--- config.mk ---
export PLATFORM = sky130hd
export DESIGN_NAME = rtc_calendar_counter
export DESIGN_NICKNAME = d
export VERILOG_FILES = /design/src/hdl/rtcc_pkg.sv /design/src/hdl/rtcc_step.sv /design/src/hdl/rtc_calendar_counter.sv
export SDC_FILE = /design/constraint.sdc
export NUM_CORES = 1
export LEC_CHECK = 0
export BUFFER_PORTS_ARGS = -buffer_cell sky130_fd_sc_hd__buf_2
export CAP_MARGIN = 5
export CORE_MARGIN = 10
export CORE_UTILIZATION = 40
export CTS_BUF_LIST = sky130_fd_sc_hd__clkbuf_4
export DETAILED_ROUTE_END_ITERATION = 6
export MAX_ROUTING_LAYER = met4
export PLACE_DENSITY = 0.65
export SETUP_SLACK_MARGIN = 0.05
export SLEW_MARGIN = 20
export SYNTH_ARGS = -nofsm -noshare
export SYNTH_HDL_FRONTEND = slang
export SYNTH_HIERARCHICAL = 1
export SYNTH_SLANG_ARGS = --single-unit
--- constraint.sdc ---
create_clock -name clk -period 6.55 [get_ports clk]
set_input_delay 0.3275 -clock clk [delete_from_list [all_inputs] [get_ports clk]]
set_output_delay 0.3275 -clock clk [all_outputs]
set_load 0.03 [all_outputs]
--- src/hdl/rtcc_pkg.sv ---
// Package for the real-time clock calendar: calendar and rollover types,
// calendar limits, action codes and the month length function.
// No dependencies; used by rtcc_step and rtc_calendar_counter.
`timescale 1ns / 1ps

package rtcc_pkg;

	// Year the calendar starts in after reset (two-digit).
	localparam logic [6:0] FIRST_YEAR = 7'd6;

	// Calendar limits.
	localparam logic [6:0] SEC_PER_MIN  = 7'd60;
	localparam logic [6:0] MIN_PER_HOUR = 7'd60;
	localparam logic [5:0] HOUR_PER_DAY = 6'd24;
	localparam logic [4:0] MONTH_COUNT  = 5'd13;
	localparam logic [3:0] MONTH_MAX    = 4'd12;
	localparam logic [6:0] YEAR_MAX     = 7'd99;
	localparam logic [7:0] RAW_YEAR_MAX = 8'd99;
	localparam logic [7:0] RAW_YEAR_CLR = 8'hFF;
	localparam logic [7:0] RAW_HOUR_MAX = 8'd23;
	localparam logic [7:0] RAW_MS_MAX   = 8'd59;
	localparam logic [7:0] RAW_MON_MAX  = 8'd12;

	// Month numbers with special lengths.
	localparam logic [3:0] MON_FEB = 4'd2;
	localparam logic [3:0] MON_APR = 4'd4;
	localparam logic [3:0] MON_JUN = 4'd6;
	localparam logic [3:0] MON_SEP = 4'd9;
	localparam logic [3:0] MON_NOV = 4'd11;

	// Action codes carried in tuser.
	localparam logic ACT_TICK = 1'b0;
	localparam logic ACT_SET  = 1'b1;

	typedef struct packed {
		logic [5:0] second;
		logic [5:0] minute;
		logic [4:0] hour;
		logic [4:0] day;
		logic [3:0] month;
		logic [6:0] year;
	} calendar_t;

	typedef struct packed {
		logic year_rolled;
		logic month_rolled;
		logic day_rolled;
		logic hour_rolled;
		logic minute_rolled;
	} rollover_t;

	typedef struct packed {
		logic [7:0] second;
		logic [7:0] minute;
		logic [7:0] hour;
		logic [7:0] day;
		logic [7:0] month;
		logic [7:0] year;
	} set_fields_t;

	// Days in a month; leap marks a year divisible by four.
	function automatic logic [4:0] month_len(input logic [3:0] month, input logic leap);
		logic [4:0] len;
		case (month) inside
			MON_FEB:                            len = leap ? 5'd29 : 5'd28;
			MON_APR, MON_JUN, MON_SEP, MON_NOV: len = 5'd30;
			default:                            len = 5'd31;
		endcase
		return len;
	endfunction

endpackage

--- src/hdl/rtcc_step.sv ---
// Next-state logic of the calendar: one tick with cascaded carries, or a
// clamped load of all fields. Purely combinational. Depends on rtcc_pkg.
`timescale 1ns / 1ps

module rtcc_step import rtcc_pkg::*; (
	input  logic        action,
	input  set_fields_t set_in,
	input  calendar_t   cal,
	output calendar_t   cal_next,
	output rollover_t   roll
);

	logic [6:0] sec_inc;
	logic [6:0] min_inc;
	logic [5:0] hour_inc;
	logic [5:0] day_inc;
	logic [4:0] mon_inc;
	logic [7:0] y_c;
	logic [7:0] mo_c;
	logic [7:0] d_c;
	logic [4:0] set_len;

	assign sec_inc  = {1'b0, cal.second} + 7'd1;
	assign min_inc  = {1'b0, cal.minute} + 7'd1;
	assign hour_inc = {1'b0, cal.hour} + 6'd1;
	assign day_inc  = {1'b0, cal.day} + 6'd1;
	assign mon_inc  = {1'b0, cal.month} + 5'd1;

	// Clamping of the raw set fields; the day limit uses the clamped month and year.
	always_comb begin
		y_c = set_in.year;
		if (y_c == RAW_YEAR_CLR) y_c = '0;
		if (y_c > RAW_YEAR_MAX) y_c = RAW_YEAR_MAX;
		mo_c = set_in.month;
		if (mo_c == 8'd0) mo_c = 8'd1;
		if (mo_c > RAW_MON_MAX) mo_c = RAW_MON_MAX;
		set_len = month_len(mo_c[3:0], y_c[1:0] == 2'b00);
		d_c = set_in.day;
		if (d_c == 8'd0) d_c = 8'd1;
		if (d_c > {3'd0, set_len}) d_c = {3'd0, set_len};
	end

	// Tick cascade or load.
	always_comb begin
		cal_next = cal;
		roll     = '0;
		if (action == ACT_SET) begin
			cal_next.year   = y_c[6:0];
			cal_next.month  = mo_c[3:0];
			cal_next.day    = d_c[4:0];
			cal_next.hour   = (set_in.hour > RAW_HOUR_MAX) ? 5'd0 : set_in.hour[4:0];
			cal_next.minute = (set_in.minute > RAW_MS_MAX) ? 6'd0 : set_in.minute[5:0];
			cal_next.second = (set_in.second > RAW_MS_MAX) ? 6'd0 : set_in.second[5:0];
		end else begin
			cal_next.second = sec_inc[5:0];
			if (sec_inc >= SEC_PER_MIN) begin
				cal_next.second    = '0;
				cal_next.minute    = min_inc[5:0];
				roll.minute_rolled = 1'b1;
				if (min_inc >= MIN_PER_HOUR) begin
					cal_next.minute  = '0;
					cal_next.hour    = hour_inc[4:0];
					roll.hour_rolled = 1'b1;
					if (hour_inc >= HOUR_PER_DAY) begin
						cal_next.hour   = '0;
						cal_next.day    = day_inc[4:0];
						roll.day_rolled = 1'b1;
						if (day_inc > {1'b0, month_len(cal.month, cal.year[1:0] == 2'b00)}) begin
							cal_next.day      = 5'd1;
							cal_next.month    = mon_inc[3:0];
							roll.month_rolled = 1'b1;
							if (mon_inc >= MONTH_COUNT) begin
								cal_next.month   = 4'd1;
								roll.year_rolled = 1'b1;
								cal_next.year    = (cal.year >= YEAR_MAX) ? 7'd0 :
									cal.year + 7'd1;
							end
						end
					end
				end
			end
		end
	end

endmodule

--- src/hdl/rtc_calendar_counter.sv ---
// Top level of the real-time clock calendar: input register, calendar state
// and result register around the rtcc_step logic. Depends on rtcc_pkg, rtcc_step.
//
// Channel  Dir  Data                                    Side band
// s_axis   in   set fields (48 bits)                     tuser: action
// m_axis   out  calendar after the step + rollover flags none
//
// One item per cycle sustained while m_axis does not stall; each item passes
// the input register and then the result register. The calendar step is a single
// combinational pass from the input register to the calendar register.
// Reset sets 00:00:00 on day 1, month 1 of the first year, both stages empty.
// A stall on m_axis holds the result and fills the input register, then
// lowers s_axis_tready.
`timescale 1ns / 1ps

module rtc_calendar_counter import rtcc_pkg::*; (
	input  logic        clk,
	input  logic        arst_n,
	input  logic        s_axis_tvalid,
	output logic        s_axis_tready,
	// set_year, set_month, set_day, set_hour, set_minute, set_second
	input  logic [47:0] s_axis_tdata,
	// action
	input  logic        s_axis_tuser,
	output logic        m_axis_tvalid,
	input  logic        m_axis_tready,
	// year_now, month_now, day_now, hour_now, minute_now, second_now,
	// minute_rolled, hour_rolled, day_rolled, month_rolled, year_rolled, 2 zero bits
	output logic [39:0] m_axis_tdata
);

	logic        valid_s1;
	logic        action_s1;
	set_fields_t set_s1;
	calendar_t   cal_q;
	calendar_t   cal_next;
	rollover_t   roll_next;
	rollover_t   roll_s2;
	logic        valid_s2;
	logic        advance;

	// The item moves on when the result register is empty or being emptied.
	assign advance       = valid_s1 && (!valid_s2 || m_axis_tready);
	assign s_axis_tready = !valid_s1 || advance;

	// Input register.
	always_ff @(posedge clk or negedge arst_n) begin
		if (!arst_n) begin
			valid_s1 <= 1'b0;
		end else if (s_axis_tready) begin
			valid_s1 <= s_axis_tvalid;
		end
	end

	always_ff @(posedge clk) begin
		if (s_axis_tready && s_axis_tvalid) begin
			action_s1     <= s_axis_tuser;
			set_s1.year   <= s_axis_tdata[7:0];
			set_s1.month  <= s_axis_tdata[15:8];
			set_s1.day    <= s_axis_tdata[23:16];
			set_s1.hour   <= s_axis_tdata[31:24];
			set_s1.minute <= s_axis_tdata[39:32];
			set_s1.second <= s_axis_tdata[47:40];
		end
	end

	rtcc_step u_step (
		.action   (action_s1),
		.set_in   (set_s1),
		.cal      (cal_q),
		.cal_next (cal_next),
		.roll     (roll_next)
	);

	// Calendar state doubles as the result payload: it only changes when a
	// new result is loaded.
	always_ff @(posedge clk or negedge arst_n) begin
		if (!arst_n) begin
			cal_q    <= '{second: 6'd0, minute: 6'd0, hour: 5'd0, day: 5'd1,
				month: 4'd1, year: FIRST_YEAR};
			valid_s2 <= 1'b0;
		end else begin
			if (advance) begin
				cal_q <= cal_next;
			end
			if (advance) begin
				valid_s2 <= 1'b1;
			end else if (m_axis_tready) begin
				valid_s2 <= 1'b0;
			end
		end
	end

	always_ff @(posedge clk) begin
		if (advance) begin
			roll_s2 <= roll_next;
		end
	end

	// Result packing.
	assign m_axis_tvalid = valid_s2;
	assign m_axis_tdata  = {2'b00, roll_s2.year_rolled, roll_s2.month_rolled,
		roll_s2.day_rolled, roll_s2.hour_rolled, roll_s2.minute_rolled,
		cal_q.second, cal_q.minute, cal_q.hour, cal_q.day, cal_q.month, cal_q.year};

	// The calendar never leaves its legal range.
	a_cal_range: assert property (@(posedge clk) disable iff (!arst_n)
		cal_q.second < 6'd60 && cal_q.minute < 6'd60 && cal_q.hour < 5'd24 &&
		cal_q.month >= 4'd1 && cal_q.month <= MONTH_MAX && cal_q.year <= YEAR_MAX &&
		cal_q.day >= 5'd1 && cal_q.day <= month_len(cal_q.month, cal_q.year[1:0] == 2'b00))
		else $error("calendar state out of range");

	// An hour rollover implies a minute rollover and a zero minute; a minute rollover, a zero second.
	a_roll_chain: assert property (@(posedge clk) disable iff (!arst_n)
		valid_s2 && roll_s2.hour_rolled |-> roll_s2.minute_rolled && cal_q.minute == 6'd0)
		else $error("hour rollover without minute rollover");

	a_roll_min: assert property (@(posedge clk) disable iff (!arst_n)
		valid_s2 && roll_s2.minute_rolled |-> cal_q.second == 6'd0)
		else $error("minute rollover with nonzero second");

	// The calendar holds while no item advances.
	a_cal_hold: assert property (@(posedge clk) disable iff (!arst_n)
		!advance |=> $stable(cal_q))
		else $error("calendar changed without an item");

endmodule
==> flow_metrics.env, run 1 <==
export IMPL_outcome="finished, final reports clean"
export IMPL_start_kind="register"
export IMPL_die_w_um=130
export IMPL_antenna_found_initial=1
export IMPL_synth_compound_area_share_pct=12.4
export IMPL_cell_internal_pwr_mw=0.932
export IMPL_grt_pass1_wl_mm=18.6
export IMPL_io_pins=95
export IMPL_fin_setup_tns_ps=0
export IMPL_drc=0
export IMPL_synth_top_area_share_pct=33.3
export IMPL_arrival_ps=3730
export IMPL_insertion_delay_ps=440
export IMPL_final_net_count=577
export IMPL_numCtsBuffers=9
export IMPL_worstMarginPinSlew_ps=953
export IMPL_ys_seq_area_share_pct=51.4
export IMPL_avgSynthCellArea_um2=11.8
export IMPL_synth_seq_cells=89
export IMPL_switchingPower_mw=0.537
export IMPL_final_max_slew_viol_count=0
export IMPL_start_util_pct=40.7
export IMPL_post_cts_resized=0
export IMPL_synth_top_family_by_area="simple AND/OR/NAND/NOR gates"
export IMPL_fmax_mhz=295
export IMPL_cts_tree="yes"
export IMPL_die_h_um=130
export IMPL_wl_per_cell_um=17.3
export IMPL_r2r_start="m_axis_tdata[7]"
export IMPL_cts_root_buf="clkbuf_4"
export IMPL_areaGrowthSynthToFinish_pct=15.4
export IMPL_endpoint_kind="register"
export IMPL_io_buffers=92
export IMPL_path_max_fanout=9
export IMPL_grt_usage_pct=14.2
export IMPL_synthSimpleGateAreaFrac_pct=16.6
export IMPL_yosysWarnings=6
export IMPL_synthMuxAreaShare_pct=10.9
export IMPL_synth_cell_types=67
export IMPL_clk_pin_slew_ps=160
export IMPL_ant_nets=0
export IMPL_synth_fa_ha_area_share_pct=3.85
export IMPL_finish_utilization_pct=47.0
export IMPL_via_per_inst=5.46
export IMPL_criticalPathCategory="register to register"
export IMPL_setup_viol=0
export IMPL_whs_ps=51.6
export IMPL_power_per_cell_area_mw_per_mm2=261
export IMPL_relSlewSlack_pct=35.9
export IMPL_p_sw_share_pct=36.6
export IMPL_drt_pass1_iter_count=5
export IMPL_hold_buffers=1
export IMPL_async_flop_share_pct=39.3
export IMPL_fin_worst_skew_ps=23.0
export IMPL_ys_dominant_reg_cell="edfxtp_1"
export IMPL_drv_cap=0
export IMPL_synth_xor_area_share_pct=1.44
export IMPL_cts_setup_buffers=0
export IMPL_ys_top_cells_by_area="edfxtp_1 33%, dfrtp_1 16%, mux2_4 8.9%"
export IMPL_grt_max_degree=50
export IMPL_combinationalPowerShare_pct=29.3
export IMPL_core_area_mm2=0.0120
export IMPL_cp_startpoint="m_axis_tdata[7]"
export IMPL_grt_setup_unrepaired="no"
export IMPL_cts_sinks=89
export IMPL_critical_path_required_ps=6890
export IMPL_period_share_pct=51.8
export IMPL_p_total_mw=1.47
export IMPL_hold_viol=0
export IMPL_hp_start="s_axis_tdata[17]"
export IMPL_synth_area_mm2=0.00487
export IMPL_synth_cells=413
export IMPL_min_path_type="primary input to register"
export IMPL_nFillCells=1085
export IMPL_first_iter_violations=261
export IMPL_first_global_vias=3747
export IMPL_p_clk_share_pct=19.2
export IMPL_htreeDepth=3
export IMPL_drive_above_1_share_pct=31.1
export IMPL_dieArea_mm2=0.0170
export IMPL_synth_top_area_cell="edfxtp_1"
export IMPL_place_gp_congestion=0.876
export IMPL_drt_wl_total_mm=11.5
export IMPL_vias=3617
export IMPL_p_leak_nw=2.41
export IMPL_synth_edf_count=54
export IMPL_grt_overflow_total=0
export IMPL_dp_hpwl_mm=8.16
export IMPL_min_period_ps=3400
export IMPL_clk_path_buf_depth=2
export IMPL_peakVddDrop_mv=0.0995
export IMPL_seqPwrFrac_pct=51.5
export IMPL_placement_rows=40
[cells by family (layout without fill, tap and decap cells)]
family	after synthesis	in the layout
and+or+nand+nor	146	146
DFF	89	89
AOI/OAI and AO/OA	85	85
muxes	38	38
buffers and inverters	31	131
adders and majority gates	15	15
xor gates and xnor gates	8	8
other	1	3
[sequential cells by signal, summed over array words and instances (netlist names)]
signal / cells
set_s1: 48
m_axis_tdata: 38
valid_s1: 1
m_axis_tvalid: 1
action_s1: 1
[cell usage in the layout, fill, tap and decap left out, types with 5 or more instances in the layout]
cell type / n
xnor2_1: 6
a31oi_1: 5
a22o_1: 6
buf_2: 92
and2_1: 7
nor4_1: 10
mux2_2: 5
clkbuf_4: 9
dlygate4sd3_1: 7
inv_1: 15
nor3_1: 8
nand2_1: 42
edfxtp_1: 54
nor2_1: 18
nand3_1: 18
nand4_1: 8
dfrtp_1: 31
mux2_4: 29
o21ai_0: 29
a21oi_1: 11
ha_1: 15
[path summary, 6_finish.rpt]
| check | cells past startpoint | to | slack [ps] |
|---|---|---|---|
| worst max-delay path | 13 | m_axis_tdata[4] | 3150 |
| max in group asynchronous | 2 | m_axis_tdata[26] | 5470 |
| min in group asynchronous | 2 | m_axis_tdata[15] | 520 |
| worst min-delay path | 1 | set_s1[17] | 50 |
| worst max register to register | 13 | m_axis_tdata[4] | 3150 |
| worst min register to register | 1 | m_axis_tvalid | 570 |
[cell usage after synthesis, types with 10 or more instances]
master / count
nand3_1: 18
mux2_4: 29
a21oi_1: 11
dfrtp_1: 31
nand2_1: 42
inv_1: 15
nor4_1: 10
o21ai_0: 29
ha_1: 15
edfxtp_1: 54
nor2_1: 18
[metal layers]
metal	vias up	global-route usage [%]	wire length [um]
met1	1756	17.2	5060
met2	94	22.8	5730
li1	1757	-	-
met3	10	2.72	554
met4	0	5.89	110
met5	-	-	0
[through the flow]
stage | instance area, um^2 | std cells | setup slack [ps]
6_report | 5620 | 662 | 3150
4_1_cts | 5550 | 655 | 3150
2_1_floorplan | 4870 | 414 | 3360
3_3_place_gp | 5420 | 638 | 3320
5_1_grt | 5620 | 662 | 2870
3_5_place_dp | 5420 | 638 | 3150
[final cells by class]
type | count | area (um^2) | area share, %
Sequential cell | 89 | 2500 | 44.5
Multi-Input combinational cell | 294 | 2210 | 39.4
Timing Repair Buffer | 100 | 538 | 9.58
Tap cell | 147 | 184 | 3.27
Clock buffer | 9 | 67.6 | 1.20
Inverter | 15 | 56.3 | 1.00
Clock inverter | 7 | 55.1 | 0.980
Antenna cell | 1 | 2.50 | 0.0445
[power groups by stage]
stage / clock network (mW) / registers, mW / logic (mW)
finish: 0.281 / 0.756 / 0.430
global route: 0.318 / 0.771 / 0.473
CTS: 0.292 / 0.757 / 0.432
detailed placement: 0 / 0.769 / 0.431
global placement: 0 / 0.766 / 0.421
floorplan: 0 / 0.830 / 0.241
[worst max-delay path, stage by stage, from the launching register on]
cell,delay (ps)
dfstp_2,630
inv_1,100
ha_1,210
o21ai_0,150
o21ai_0,90
o21ai_0,180
ha_1,260
a21boi_1,180
o211ai_1,150
o211ai_4,350
nand4b_4,200
and2_1,260
a211o_1,290
mux2_4,260
(Power assumes the default switching activity.)
==> inputs of run 2 (changes only) <==
==> constraint.sdc (replaced) <==
create_clock -name clk -period 3.5 [get_ports clk]
set_input_delay 0.175 -clock clk [delete_from_list [all_inputs] [get_ports clk]]
set_output_delay 0.175 -clock clk [all_outputs]
set_load 0.03 [all_outputs]
==> run 2 against run 1 <==
Against the previous run:
- sequential cell count stayed put
- cell count is 7.6% higher
- setup slack worse by 3000 ps
- sequential power is 88% higher
- first-iteration DRC count is 19% higher
- clock skew is 2.3 ps higher
- highest routed layer unchanged
- die area stayed put
==> flow_metrics.env, run 2 (synthesized netlist as in run 1, its figures left out) <==
export IMPL_placement_rows=40
export IMPL_grt_max_degree=50
export IMPL_start_kind="register"
export IMPL_criticalPathCategory="register to register"
export IMPL_num_antenna_cells=0
export IMPL_grt_usage_pct=14.9
export IMPL_final_net_count=628
export IMPL_period_share_pct=94.7
export IMPL_p_sw_share_pct=34.3
export IMPL_grt_overflow_total=0
export IMPL_antenna_found_initial=0
export IMPL_core_area_mm2=0.0120
export IMPL_worstMarginPinSlew_ps=948
export IMPL_seqPwrFrac_pct=47.6
export IMPL_min_path_cells=3
export IMPL_dp_hpwl_mm=8.37
export IMPL_setup_viol=0
export IMPL_ant_nets=0
export IMPL_vias=3858
export IMPL_drc=0
export IMPL_clk_pin_slew_ps=150
export IMPL_layout_common_cells="92 x buf_2, 54 x edfxtp_1, 51 x dlygate4sd3_1, 42 x nand2_1, 31 x dfrtp_1"
export IMPL_largest_reg_flops=48
export IMPL_fin_worst_skew_ps=25.3
export IMPL_insertion_delay_ps=450
export IMPL_place_gp_congestion=0.892
export IMPL_p_total_mw=2.97
export IMPL_switchingPower_mw=1.02
export IMPL_dieArea_mm2=0.0170
export IMPL_clk_path_buf_depth=2
export IMPL_io_buffers=92
export IMPL_drt_wl_total_mm=12.2
export IMPL_grt_pass1_wl_mm=19.4
export IMPL_first_global_vias=3888
export IMPL_r2r_start="m_axis_tdata[7]"
export IMPL_drt_pass1_iter_count=5
export IMPL_endpoint_kind="register"
export IMPL_p_clk_share_pct=22.5
export IMPL_final_max_slew_viol_count=0
export IMPL_peakVddDrop_mv=0.211
export IMPL_power_per_cell_area_mw_per_mm2=482
export IMPL_top_register="set_s1"
export IMPL_fin_setup_tns_ps=0
export IMPL_cts_sinks=89
export IMPL_p_leak_nw=2.65
export IMPL_fmax_mhz=302
export IMPL_finish_utilization_pct=51.5
export IMPL_rr_worst_depth=13
export IMPL_cts_root_buf="clkbuf_4"
export IMPL_grt_setup_unrepaired="yes"
export IMPL_htreeDepth=3
export IMPL_drive_above_1_share_pct=30.1
export IMPL_regToRegEndpoint="m_axis_tdata[4]"
export IMPL_areaGrowthSynthToFinish_pct=26.5
export IMPL_wl_per_cell_um=17.1
export IMPL_die_w_um=130
export IMPL_arrival_ps=3670
export IMPL_outcome="finished, final reports clean"
export IMPL_first_iter_violations=311
export IMPL_hold_viol=0
export IMPL_min_period_ps=3310
export IMPL_layout_commonest_cell="buf_2"
export IMPL_relSlewSlack_pct=36.2
export IMPL_hp_start="m_axis_tready"
export IMPL_ff2ff_setup_slack_ps=190
export IMPL_cts_tree="yes"
export IMPL_combinationalPowerShare_pct=29.8
export IMPL_min_path_type="primary input to register"
export IMPL_cell_internal_pwr_mw=1.95
export IMPL_path_max_fanout=8
export IMPL_hold_end="m_axis_tvalid"
export IMPL_die_h_um=130
export IMPL_via_per_inst=5.42
export IMPL_drv_cap=0
export IMPL_io_pins=95
export IMPL_critical_path_required_ps=3850
export IMPL_start_util_pct=40.7
export IMPL_numCtsBuffers=9
## run 2: cell types whose count changed in the layout (fill, tap and decap cells not counted), moves of 2 or more
cell | previous run | this run
buf_4 | 1 | 8
dlygate4sd3_1 | 7 | 51
bufinv_16 | 0 | 2
clkinv_4 | 3 | 1
## run 2: metal layers
layer  up-vias  global-route usage (%)  part of all wire, %
met2       123                    24.5                   50
met3        23                    2.96                  5.2
li1       1855                       -                    -
met4         0                    6.41                  2.1
met5         -                       -                    0
met1      1857                    17.5                   43
## run 2: worst max-delay path, cell delays in order (launching register included)
cell and delay [ps]:
dfstp_2 600, inv_1 90, ha_1 210, o21ai_0 160, o21ai_0 90, o21ai_0 170, ha_1 270, a21boi_2 190
o211ai_1 160, o211ai_4 300, nand4b_4 190, and2_4 240, a211o_1 290, mux2_4 260
## run 2: power groups by stage
stage          registers (mW)  logic (mW)  clock network, mW
3_5_place_dp             1.44       0.819                  0
6_report                 1.42       0.886              0.669
4_1_cts                  1.42       0.865              0.691
5_1_grt                  1.44       0.958              0.737
2_1_floorplan            1.55       0.450                  0
3_3_place_gp             1.43       0.798                  0
## run 2: timing repair
action	4_1_cts	5_1_grt
gates resized for setup	0	2
setup buffers	0	3
endpoints found under the setup margin	0	4
endpoints found under the hold margin	81	0
hold buffers	51	0
## run 2: per-stage QoR
step	hold slack (ps)	setup WS [ps]	instances	cell area (um^2)
5_1_grt	5.69	51.8	712	6160
6_report	39.0	187	712	6160
2_1_floorplan	-121	311	414	4870
3_3_place_gp	337	335	642	5450
3_5_place_dp	332	207	642	5450
4_1_cts	1.42	183	709	6130
## run 2: layout make-up
type	count	area [um^2]
fillers	1033	5800
flip-flops and latches	89	2500
multi-input cells	294	2220
repair buffers	151	1030
well taps	147	184
clock inverters	6	92.6
clock buffers	10	75.1
inverters	15	56.3
## run 2: how the worst max path moves through the flow
stage	slack, ps	start	depth (start not counted)	end
floorplan	310	m_axis_tdata[7]	13	m_axis_tdata[3]
global placement	330	m_axis_tdata[7]	13	m_axis_tdata[3]
detailed placement	210	m_axis_tdata[7]	13	m_axis_tdata[4]
CTS	180	m_axis_tdata[7]	13	m_axis_tdata[4]
global route	50	m_axis_tdata[7]	14	m_axis_tdata[11]
finish	190	m_axis_tdata[7]	13	m_axis_tdata[4]
==> inputs of run 3 (changes only) <==
--- a/config.mk
+++ b/config.mk
@@ -7,6 +7,7 @@
 export LEC_CHECK = 0
 export BUFFER_PORTS_ARGS = -buffer_cell sky130_fd_sc_hd__buf_2
 export CAP_MARGIN = 5
+export CORE_ASPECT_RATIO = 0.7
 export CORE_MARGIN = 10
 export CORE_UTILIZATION = 40
 export CTS_BUF_LIST = sky130_fd_sc_hd__clkbuf_4
==> run 3 against run 2 <==
Against the previous run:
- count of clock-buffer cells in the layout fell by 1
- sequential power barely moved
- fmax rose by 2.5%
- sequential cell count did not move
- clock power fell by 2%
- die area rose by 0.42%
- via count fell by 0.39%
- clock skew fell by 4.0 ps
- utilization rose by 0.79 points
- cell area rose by 0.24%
- critical path type unchanged
==> flow_metrics.env, run 3 (synthesized netlist as in run 1, its figures left out) <==
export IMPL_outcome="finished, final reports clean"
export IMPL_path_max_fanout=8
export IMPL_power_per_cell_area_mw_per_mm2=480
export IMPL_nFillCells=1075
export IMPL_vias=3843
export IMPL_num_antenna_cells=0
export IMPL_cts_root_buf="clkbuf_4"
export IMPL_min_period_ps=3230
export IMPL_cts_sinks=89
export IMPL_dp_hpwl_mm=8.79
export IMPL_layout_commonest_cell="buf_2"
export IMPL_final_max_slew_viol_count=0
export IMPL_rr_worst_depth=13
export IMPL_io_pins=95
export IMPL_grt_overflow_total=0
export IMPL_drc=0
export IMPL_peakVddDrop_mv=0.340
export IMPL_grt_setup_unrepaired="no"
export IMPL_place_inst=652
export IMPL_areaGrowthSynthToFinish_pct=26.8
export IMPL_htreeDepth=3
export IMPL_drv_cap=0
export IMPL_top_register="set_s1"
export IMPL_hold_viol=0
export IMPL_grt_max_degree=50
export IMPL_place_gp_congestion=0.860
export IMPL_start_kind="register"
export IMPL_relSlewSlack_pct=24.5
export IMPL_first_iter_violations=305
export IMPL_die_h_um=112
export IMPL_drt_pass1_iter_count=5
export IMPL_die_w_um=152
export IMPL_wl_per_cell_um=17.5
export IMPL_io_buffers=92
export IMPL_final_net_count=629
export IMPL_grt_usage_pct=15.0
export IMPL_cts_tree="yes"
export IMPL_drt_wl_total_mm=12.6
export IMPL_setup_viol=0
export IMPL_clk_path_buf_depth=2
export IMPL_drive_above_1_share_pct=29.7
export IMPL_criticalPathCategory="register to register"
export IMPL_critical_path_required_ps=3850
export IMPL_start_util_pct=41.2
export IMPL_dieArea_mm2=0.0171
export IMPL_period_share_pct=92.3
export IMPL_worstMarginPinSlew_ps=1120
export IMPL_fmax_mhz=309
export IMPL_largest_reg_flops=48
export IMPL_core_area_mm2=0.0118
export IMPL_via_per_inst=5.32
export IMPL_fin_cells=723
export IMPL_fin_setup_tns_ps=0
export IMPL_endpoint_kind="register"
export IMPL_numCtsBuffers=9
export IMPL_clk_pin_slew_ps=150
export IMPL_first_global_vias=3797
export IMPL_layout_common_cells="92 x buf_2, 54 x edfxtp_1, 53 x dlygate4sd3_1, 42 x nand2_1, 31 x dfrtp_1"
export IMPL_cp_startpoint="m_axis_tdata[7]"
export IMPL_antenna_found_initial=0
export IMPL_min_path_type="primary input to asynchronous set/reset pin"
export IMPL_arrival_ps=3580
export IMPL_p_leak_nw=2.65
export IMPL_placement_rows=33
export IMPL_r2r_start="m_axis_tdata[7]"
export IMPL_ant_nets=0
export IMPL_fin_worst_skew_ps=21.3
export IMPL_grt_pass1_wl_mm=20.3
export IMPL_insertion_delay_ps=460
## run 3: changes by cell type in the layout (fill, tap and decap cells not counted)
cell / previous run / this run
a21boi_2: 1 / 0
clkinv_2: 0 / 2
buf_4: 8 / 7
o21ai_1: 1 / 2
o21ai_0: 29 / 28
clkbuf_4: 10 / 9
a21boi_1: 0 / 1
clkinv_4: 1 / 0
dlygate4sd3_1: 51 / 53
## run 3: critical path: stages (launching register included)
cell      delay [ps]
dfstp_2          560
inv_1             70
ha_1             210
o21ai_0          140
o21ai_0          100
o21ai_1          150
ha_1             250
a21boi_1         200
o211ai_1         170
o211ai_4         300
nand4b_4         200
and2_4           250
a211o_1          280
mux2_4           260
## run 3: worst paths after layout
path                               endpoint  slack (ps)
min                        m_axis_tdata[26]         370
max in group asynchronous  m_axis_tdata[15]        2590
max                         m_axis_tdata[4]         270
min reg2reg                   m_axis_tvalid         580
min in group clk                 set_s1[41]         410
max reg2reg                 m_axis_tdata[4]         270
## run 3: timing repair
action,in CTS,in global routing
gates resized for setup,0,2
buffers inserted,0,2
hold buffers,53,0
endpoints found under the setup margin,0,10
hold endpoints to repair,82,0
## run 3: power by group
| part | switching (mW) | internal, mW |
|---|---|---|
| logic | 0.494 | 0.397 |
| clock network | 0.365 | 0.289 |
| registers | 0.171 | 1.25 |
| total | 1.03 | 1.94 |
## run 3: final cells by class
class / instances / area, um^2 / area share (%)
clock inverters: 7 / 93.8 / 1.52
flip-flops and latches: 89 / 2500 / 40.5
inverters: 15 / 56.3 / 0.912
clock buffers: 9 / 67.6 / 1.09
repair buffers: 152 / 1040 / 16.9
multi-input cells: 294 / 2210 / 35.9
well taps: 157 / 196 / 3.18
## run 3: per-stage QoR
stage	setup WS [ps]	utilization, %	hold WS, ps	total power [mW]	cell area (um^2)
after global routing	68.4	52.3	376	3.13	6170
after detailed placement	130	46.3	338	2.27	5460
final	269	52.3	367	2.96	6170
after CTS	113	52.1	385	2.97	6160
after global placement	289	46.3	335	2.25	5460
after floorplan	311	-	-121	2.00	4870
## run 3: per-layer routing
metal / track usage (%) / vias to the layer above / part of all wire [%]
met1: 20.2 / 1811 / 48
met5: - / - / 0
li1: - / 1862 / -
met2: 22.5 / 160 / 44
met3: 3.55 / 10 / 6.9
met4: 3.39 / 0 / 0.81
